==> src/hw/rtl/indexed_insert_remove_array_assert.svh <==
// assertion macros used by the rtl file iira_ctrl.sv
`ifndef INDEXED_INSERT_REMOVE_ARRAY_ASSERT_SVH
`define INDEXED_INSERT_REMOVE_ARRAY_ASSERT_SVH

// condition implies consequence in the same cycle
`define IIRA_ASSERT_SAME(lbl, ante, cons, msg) \
	lbl: assert property (@(posedge clk) disable iff (!arst_n) (ante) |-> (cons)) \
		else $error(msg);

// condition implies consequence in the next cycle
`define IIRA_ASSERT_NEXT(lbl, ante, cons, msg) \
	lbl: assert property (@(posedge clk) disable iff (!arst_n) (ante) |=> (cons)) \
		else $error(msg);

`endif

==> src/hw/rtl/iira_pkg.sv <==
// package: types, codes and sizes of the insert/remove array
package iira_pkg;

	localparam int CAPACITY = 32;
	localparam int IDX_W    = $clog2(CAPACITY);
	localparam int CNT_W    = 6;
	localparam int DATA_W   = 32;

	typedef logic signed [DATA_W-1:0] word_t;

	typedef enum logic [1:0] {
		OP_INSERT = 2'd0,
		OP_REMOVE = 2'd1,
		OP_READ   = 2'd2
	} op_t;

	typedef enum logic [1:0] {
		ST_OK     = 2'd0,
		ST_BOUNDS = 2'd1,
		ST_FULL   = 2'd2
	} status_t;

	typedef struct packed {
		logic             ins;
		logic             rem;
		logic [CNT_W-1:0] idx;
		word_t            wdata;
	} shift_ctl_t;

endpackage

==> src/hw/rtl/iira_req_if.sv <==
// request channel: operation, index and write word
interface iira_req_if;
	logic                 valid;
	logic                 ready;
	logic [1:0]           operation;
	logic [5:0]           element_index;
	logic signed [31:0]   write_value;

	modport source(output valid, operation, element_index, write_value, input ready);
	modport sink(input valid, operation, element_index, write_value, output ready);
endinterface

==> src/hw/rtl/iira_rsp_if.sv <==
// response channel: read word, status and entry count
interface iira_rsp_if;
	logic                 valid;
	logic                 ready;
	logic signed [31:0]   read_value;
	logic [1:0]           status;
	logic [5:0]           entry_count;

	modport source(output valid, read_value, status, entry_count, input ready);
	modport sink(input valid, read_value, status, entry_count, output ready);
endinterface

==> src/hw/rtl/indexed_insert_remove_array.sv <==
// top level: ordered store of signed words with insert, remove and read
// Holds up to 32 signed 32-bit words in a chain of cells, each cell loading
// from its left or right neighbour so that an insert or remove shifts the
// whole tail on the same clock edge. One request is taken per cycle; its word
// comes out of the response register in the cycle after acceptance, and a new
// request is taken whenever that register is empty or being drained. Insert
// past the count or remove/read at or past the count reports out of bounds
// (a failed read returns -1); insert into a full store reports full. Every
// response carries the entry count after the request. Contents below the
// count are always defined; cells above it hold stale data.
module indexed_insert_remove_array (
	input  logic       clk,
	input  logic       arst_n,
	iira_req_if.sink   req,
	iira_rsp_if.source rsp
);

	iira_pkg::shift_ctl_t shift;
	iira_pkg::word_t      cell_data [iira_pkg::CAPACITY];
	iira_pkg::word_t      rd_data;

	assign rd_data = cell_data[req.element_index[iira_pkg::IDX_W-1:0]];

	iira_ctrl u_ctrl (
		.clk     (clk),
		.arst_n  (arst_n),
		.req     (req),
		.rsp     (rsp),
		.rd_data (rd_data),
		.shift   (shift)
	);

	for (genvar g = 0; g < iira_pkg::CAPACITY; g++) begin : g_cell
		iira_pkg::word_t left_w;
		iira_pkg::word_t right_w;

		if (g == 0) begin : g_first
			assign left_w = shift.wdata;
		end else begin : g_inner_l
			assign left_w = cell_data[g-1];
		end

		if (g == iira_pkg::CAPACITY - 1) begin : g_last
			assign right_w = cell_data[g];
		end else begin : g_inner_r
			assign right_w = cell_data[g+1];
		end

		iira_cell u_cell (
			.clk        (clk),
			.shift      (shift),
			.pos        (iira_pkg::CNT_W'(g)),
			.left_data  (left_w),
			.right_data (right_w),
			.data       (cell_data[g])
		);
	end

endmodule

==> src/hw/rtl/iira_cell.sv <==
// one storage cell of the shift chain
module iira_cell (
	input  logic                      clk,
	input  iira_pkg::shift_ctl_t      shift,
	input  logic [iira_pkg::CNT_W-1:0] pos,
	input  iira_pkg::word_t           left_data,
	input  iira_pkg::word_t           right_data,
	output iira_pkg::word_t           data
);

	iira_pkg::word_t data_q;

	always_ff @(posedge clk) begin
		if (shift.ins && (pos >= shift.idx)) begin
			data_q <= (pos == shift.idx) ? shift.wdata : left_data;
		end else if (shift.rem && (pos >= shift.idx)) begin
			data_q <= right_data;
		end
	end

	assign data = data_q;

endmodule

==> src/hw/rtl/iira_ctrl.sv <==
// request decode, entry count and response register
module iira_ctrl (
	input  logic                 clk,
	input  logic                 arst_n,
	iira_req_if.sink             req,
	iira_rsp_if.source           rsp,
	input  iira_pkg::word_t      rd_data,
	output iira_pkg::shift_ctl_t shift
);

	logic [iira_pkg::CNT_W-1:0] count_q;
	logic [iira_pkg::CNT_W-1:0] count_d;
	logic                       rsp_valid_q;
	iira_pkg::word_t            read_value_q;
	iira_pkg::status_t          status_q;
	iira_pkg::word_t            rd_d;
	iira_pkg::status_t          st_d;
	logic                       ins_ok;
	logic                       rem_ok;
	logic                       acc;

	assign req.ready = !rsp_valid_q || rsp.ready;
	assign acc       = req.valid && req.ready;

	always_comb begin
		rd_d   = '0;
		st_d   = iira_pkg::ST_OK;
		ins_ok = 1'b0;
		rem_ok = 1'b0;
		unique case (iira_pkg::op_t'(req.operation))
			iira_pkg::OP_INSERT: begin
				if (req.element_index > count_q) begin
					st_d = iira_pkg::ST_BOUNDS;
				end else if (count_q == iira_pkg::CNT_W'(iira_pkg::CAPACITY)) begin
					st_d = iira_pkg::ST_FULL;
				end else begin
					ins_ok = 1'b1;
				end
			end
			iira_pkg::OP_REMOVE: begin
				if (req.element_index >= count_q) begin
					st_d = iira_pkg::ST_BOUNDS;
				end else begin
					rem_ok = 1'b1;
				end
			end
			iira_pkg::OP_READ: begin
				if (req.element_index >= count_q) begin
					st_d = iira_pkg::ST_BOUNDS;
					rd_d = '1;
				end else begin
					rd_d = rd_data;
				end
			end
			default: begin
				st_d = iira_pkg::ST_OK;
			end
		endcase
	end

	always_comb begin
		count_d = count_q;
		if (acc && ins_ok) begin
			count_d = count_q + iira_pkg::CNT_W'(1);
		end else if (acc && rem_ok) begin
			count_d = count_q - iira_pkg::CNT_W'(1);
		end
	end

	assign shift.ins   = acc && ins_ok;
	assign shift.rem   = acc && rem_ok;
	assign shift.idx   = req.element_index;
	assign shift.wdata = req.write_value;

	always_ff @(posedge clk or negedge arst_n) begin
		if (!arst_n) begin
			count_q     <= '0;
			rsp_valid_q <= 1'b0;
		end else begin
			count_q <= count_d;
			if (acc) begin
				rsp_valid_q <= 1'b1;
			end else if (rsp.ready) begin
				rsp_valid_q <= 1'b0;
			end
		end
	end

	always_ff @(posedge clk) begin
		if (acc) begin
			read_value_q <= rd_d;
			status_q     <= st_d;
		end
	end

	assign rsp.valid       = rsp_valid_q;
	assign rsp.read_value  = read_value_q;
	assign rsp.status      = status_q;
	assign rsp.entry_count = count_q;

	`include "indexed_insert_remove_array_assert.svh"

	`IIRA_ASSERT_SAME(a_count_in_range, 1'b1, count_q <= iira_pkg::CNT_W'(iira_pkg::CAPACITY), "entry count above capacity")
	`IIRA_ASSERT_NEXT(a_insert_grows, acc && ins_ok, count_q == $past(count_q) + iira_pkg::CNT_W'(1), "insert did not grow the count")
	`IIRA_ASSERT_NEXT(a_remove_shrinks, acc && rem_ok, count_q == $past(count_q) - iira_pkg::CNT_W'(1), "remove did not shrink the count")
	`IIRA_ASSERT_SAME(a_full_only_at_capacity, acc && (st_d == iira_pkg::ST_FULL), count_q == iira_pkg::CNT_W'(iira_pkg::CAPACITY), "full status below capacity")
	`IIRA_ASSERT_NEXT(a_word_follows_accept, acc, rsp.valid, "accepted word gave no response")

endmodule

==> src/flat_wrapper.sv <==
// flat-port wrapper written by rule: the top's interface ports become plain ports
module indexed_insert_remove_array_flat 
  (clk, arst_n, req_valid, req_operation, req_element_index, req_write_value, req_ready, rsp_valid, rsp_read_value, rsp_status, rsp_entry_count, rsp_ready);
  iira_req_if req_i ();
  iira_rsp_if rsp_i ();
  input  logic clk;
  input  logic arst_n;
  input wire logic [$bits(req_i.valid)-1:0] req_valid;
  input wire logic [$bits(req_i.operation)-1:0] req_operation;
  input wire logic [$bits(req_i.element_index)-1:0] req_element_index;
  input wire logic [$bits(req_i.write_value)-1:0] req_write_value;
  output wire logic [$bits(req_i.ready)-1:0] req_ready;
  output wire logic [$bits(rsp_i.valid)-1:0] rsp_valid;
  output wire logic [$bits(rsp_i.read_value)-1:0] rsp_read_value;
  output wire logic [$bits(rsp_i.status)-1:0] rsp_status;
  output wire logic [$bits(rsp_i.entry_count)-1:0] rsp_entry_count;
  input wire logic [$bits(rsp_i.ready)-1:0] rsp_ready;
  assign req_i.valid = req_valid;
  assign req_i.operation = req_operation;
  assign req_i.element_index = req_element_index;
  assign req_i.write_value = req_write_value;
  assign req_ready = req_i.ready;
  assign rsp_valid = rsp_i.valid;
  assign rsp_read_value = rsp_i.read_value;
  assign rsp_status = rsp_i.status;
  assign rsp_entry_count = rsp_i.entry_count;
  assign rsp_i.ready = rsp_ready;
  indexed_insert_remove_array u_core (.clk(clk), .arst_n(arst_n), .req(req_i), .rsp(rsp_i));
endmodule
==> config.mk <==
export PLATFORM = sky130hd
export DESIGN_NAME = indexed_insert_remove_array_flat
export DESIGN_NICKNAME = d
export VERILOG_FILES = /design/src/hw/rtl/iira_pkg.sv /design/src/hw/rtl/iira_req_if.sv /design/src/hw/rtl/iira_rsp_if.sv /design/src/hw/rtl/indexed_insert_remove_array.sv /design/src/hw/rtl/iira_cell.sv /design/src/hw/rtl/iira_ctrl.sv /design/src/flat_wrapper.sv
export VERILOG_INCLUDE_DIRS = /design/src /design/src/hw/rtl
export SDC_FILE = /design/constraint.sdc
export NUM_CORES = 2
export LEC_CHECK = 0
export ABC_CLOCK_PERIOD_IN_PS = 7500
export BUFFER_PORTS_ARGS = -buffer_cell sky130_fd_sc_hd__buf_2
export CAP_MARGIN = 40
export CORE_AREA = 3 3 375 377
export DETAILED_ROUTE_END_ITERATION = 6
export DIE_AREA = 0 0 378 380
export HOLD_SLACK_MARGIN = 0.02
export PLACE_DENSITY = 0.65
export SLEW_MARGIN = 20
export SYNTH_ARGS = -nofsm -noshare
export SYNTH_HDL_FRONTEND = slang
export SYNTH_SLANG_ARGS = --single-unit
==> constraint.sdc <==
create_clock -name clk -period 7.5 [get_ports clk]
set_clock_uncertainty 0.1 [all_clocks]
set_input_delay 2.25 -clock clk [delete_from_list [all_inputs] [get_ports clk]]
set_output_delay 2.25 -clock clk [all_outputs]
set_load 0.02 [all_outputs]
==> impl_results.md <==
* Status: finished clean
* Initial antenna violation count at 15
* Total GRT Usage at 0.243
* Highest clock rate at 185 MHz
* Top cell type by total area after synthesis: edfxtp_1
* Worst setup EP type: flip-flop
* YS warnings at 0
* Netlist cell types at 60
* Top-area cell type share of the netlist area at 0.516
* Area grow syn2layout at 10.4%
* CTS tree: built
* Chip height at 380 µm
* Worst-skew pair later-pin latency at 0.70 ns
* Max clock buf depth at 3
* Post-route setup TNS at 0 ns
* Crit Path Category: primary input to flip-flop
* Root buffer selected by CTS: clkbuf_16
* Synth Instances at a little over 5000
* Most used DFF post-synth: edfxtp_1
* IO Count at 86
* Final setup vio count at 0
* Async SR Flop Fraction at 0.00657
* Vias at approximately 43000
* First-pass GRT wire length at 270 mm
* CTS H-tree lvls at 3
* R2R setup slack at 3.51 ns
* Area of the multi-input gates at 0.0280 mm²
* Final GP Congestion at 0.861
* Yosys reg bits at roughly 1100
* Die width at 378 µm
* Clk sinks at 1065
* Post-CTS setup buffer count at 0
* Pwr dens at 206 mW/mm²
* RSZ-0062 raised after global routing: no
* Resize count post-CTS at 0
* Max-Cap Viols at 0
* Hold_ws at 0.433 ns
* Buffers added on ports at 85
* Die ar. at 0.144 mm²
* Initial Utilization at 0.448
* CTS hold repair buffers at 0
* Core area at 0.137 mm²
* Core Rows at 136
* Worst min path class: flip-flop to flip-flop
* Post-synthesis sequential area ratio at 0.518
* Synth top area cells: edfxtp_1 (52%), mux2i_1 (15%), mux4_2 (9.2%), a21oi_1 (6.3%), nor2_1 (4.5%)
* Static leakage at 26.5 nW
* Syn Nets at roughly 5200
* Fraction of layout cells with a size suffix above 1 at 0.172
* TritonCTS Buffers at around 110
* Tcrit/Tclk final at 0.721
* Mapped Area at roughly 0.062 mm²
* Worst-path clk slew at 0.06 ns
* Slew Limit Fails at 0
* Wire length per cell at ~26 µm
* CP Launch Type: primary input
* Slew HR at 0.322
* Critical Path AT at roughly 6 ns
* CP Max Fanout at 30
* Worst EP required at 8.02 ns
* Drt initial violations at 5166
* Drt first pass iters at 7
* Gr ovfl total at 0
* Routed Antenna Nets at 0
* Total power at 0.0140 W
* Register area at about 0.032 mm²
* Worst-case vdd ir drop at 0.000174 V
* Post-synth EDFFs at between 1000 and 1500
* DRT Wirelength at about 180 mm
* Syn avg cell area at 11.9 µm²
* Worst-Margin Slew at between 1 and 1.5 ns
* DRC errors left at 0
* Vias in the first global route at approximately 41000
* Largest net degree at the start of global routing at 133
* Min Tclk post-route at 5.41 ns
* Vias/cell at 6.20
* Final #Nets at 5069
* Fillers at 12100
* Hold Vio Cnt, Final at 0
* Post-DP HPWL at approximately 120 mm
power breakdown:
part | total (W) | internal (W) | switching [W] | leakage [nW]
logic | 0.00159 | 0.000559 | 0.00103 | 15.1
clock network | 0.00554 | 0.00313 | 0.00241 | 1.75
registers | 0.00687 | 0.00673 | 0.000140 | 9.65
total | 0.0140 | 0.0104 | 0.00358 | 26.5
Yosys cell counts, drive strengths merged (4+ instances only):
cell type / n
a2111oi: 4
a211oi: 11
a21oi: 778
a22oi: 6
and3: 10
buf: 177
clkbuf: 324
dfrtp: 7
edfxtp: 1058
ha: 14
inv: 11
mux2: 129
mux2i: 938
mux4: 253
nand2: 229
nand2b: 7
nand3: 22
nor2: 738
nor2b: 9
nor3: 19
nor4: 36
o21a: 29
o21ai: 198
o22ai: 120
xnor2: 4
placed cells by master, fill, tap and decap left out, types with 7 or more instances in the layout:
| cell | netlist | routed |
|---|---|---|
| clkinv_2 | 0 | 26 |
| mux4_2 | 253 | 253 |
| nand3_2 | 0 | 15 |
| o21a_1 | 29 | 29 |
| buf_4 | 6 | 93 |
| ha_1 | 14 | 14 |
| mux2_2 | 129 | 129 |
| nor2b_1 | 9 | 9 |
| bufinv_16 | 0 | 8 |
| a21oi_1 | 777 | 772 |
| dfrtp_1 | 7 | 7 |
| buf_12 | 0 | 53 |
| diode_2 | 0 | 9 |
| inv_1 | 10 | 10 |
| nand2_1 | 228 | 217 |
| clkbuf_1 | 324 | 26 |
| nor4_1 | 31 | 31 |
| nor3_2 | 2 | 7 |
| clkinv_1 | 0 | 25 |
| nor2_1 | 736 | 719 |
| nor3_4 | 10 | 12 |
| nor2_4 | 0 | 15 |
| buf_2 | 141 | 83 |
| and3_2 | 0 | 7 |
| clkbuf_16 | 0 | 116 |
| nand2_2 | 1 | 12 |
| o21ai_0 | 196 | 196 |
| mux2i_1 | 938 | 938 |
| o22ai_1 | 120 | 120 |
| a211oi_4 | 1 | 7 |
| edfxtp_1 | 1058 | 1058 |
metrics by stage:
step	util	instance area, µm²	instances	setup slack [ns]
after floorplan	-	61600	5162	0.260
after global placement	0.468	64300	6679	1.46
after detailed placement	0.469	64400	6686	1.47
after CTS	0.495	68000	6896	2.21
after global routing	0.495	68100	6907	1.92
final	0.495	68100	6907	2.09
logic make-up after synthesis:
kind of cell | after synthesis | share of synthesized area
buffers and inverters | 512 | 0.0345
flip-flops | 1065 | 0.518
multiplexers | 1320 | 0.268
AND/OR/NAND/NOR | 1082 | 0.0730
XOR/XNOR | 5 | 0.000711
adder cells (fa/ha/maj) | 15 | 0.00317
AO/OA/AOI/OAI | 1163 | 0.102
critical path: stages:
cell,delay [ns]
buf_8,0.31
inv_1,0.21
ha_1,0.34
nand2_1,0.09
nor2_1,0.28
o211a_1,0.22
buf_4,0.22
nand2_1,0.46
ha_1,0.48
a21o_1,0.15
a21oi_1,0.22
o21bai_1,0.09
a21oi_1,0.18
mux2i_1,0.25
xnor2_1,0.14
sequential cells by signal, indices dropped and copies added (netlist names):
register / count
u_core.u_ctrl.rsp.read_value: 32
u_core.u_ctrl.rsp.entry_count: 6
u_core.g_cell.u_cell.data: 1024
u_core.u_ctrl.rsp.status: 2
u_core.u_ctrl.rsp.valid: 1
final timing paths:
check | start | depth (start not counted) | to
min in group asynchronous | arst_n | 1 | u_core.u_ctrl.rsp.entry_count[5]
min reg2reg | u_core.u_ctrl.rsp.valid | 2 | u_core.u_ctrl.rsp.valid
max | req_element_index[0] | 15 | u_core.u_ctrl.rsp.entry_count[5]
min | u_core.u_ctrl.rsp.valid | 2 | u_core.u_ctrl.rsp.valid
max reg2reg | u_core.u_ctrl.rsp.entry_count[5] | 14 | u_core.u_ctrl.rsp.entry_count[5]
max in group asynchronous | arst_n | 1 | u_core.u_ctrl.rsp.valid
cell type report:
type / count / area share
Sequential cell: 1065 / 0.469
Timing Repair Buffer: 233 / 0.0330
Clock inverter: 64 / 0.00752
Tap cell: 1794 / 0.0330
Multi-Input combinational cell: 3585 / 0.411
Inverter: 11 / 0.000607
Antenna cell: 9 / 0.000331
Clock buffer: 146 / 0.0449
metal layers:
| layer | GRT usage | wire length [µm] |
|---|---|---|
| met4 | 0.0750 | 4830 |
| met5 | 0 | 35 |
| met1 | 0.347 | 75600 |
| met2 | 0.377 | 81700 |
| met3 | 0.0465 | 16000 |
Note: power is estimated with default switching activity, not from simulation.
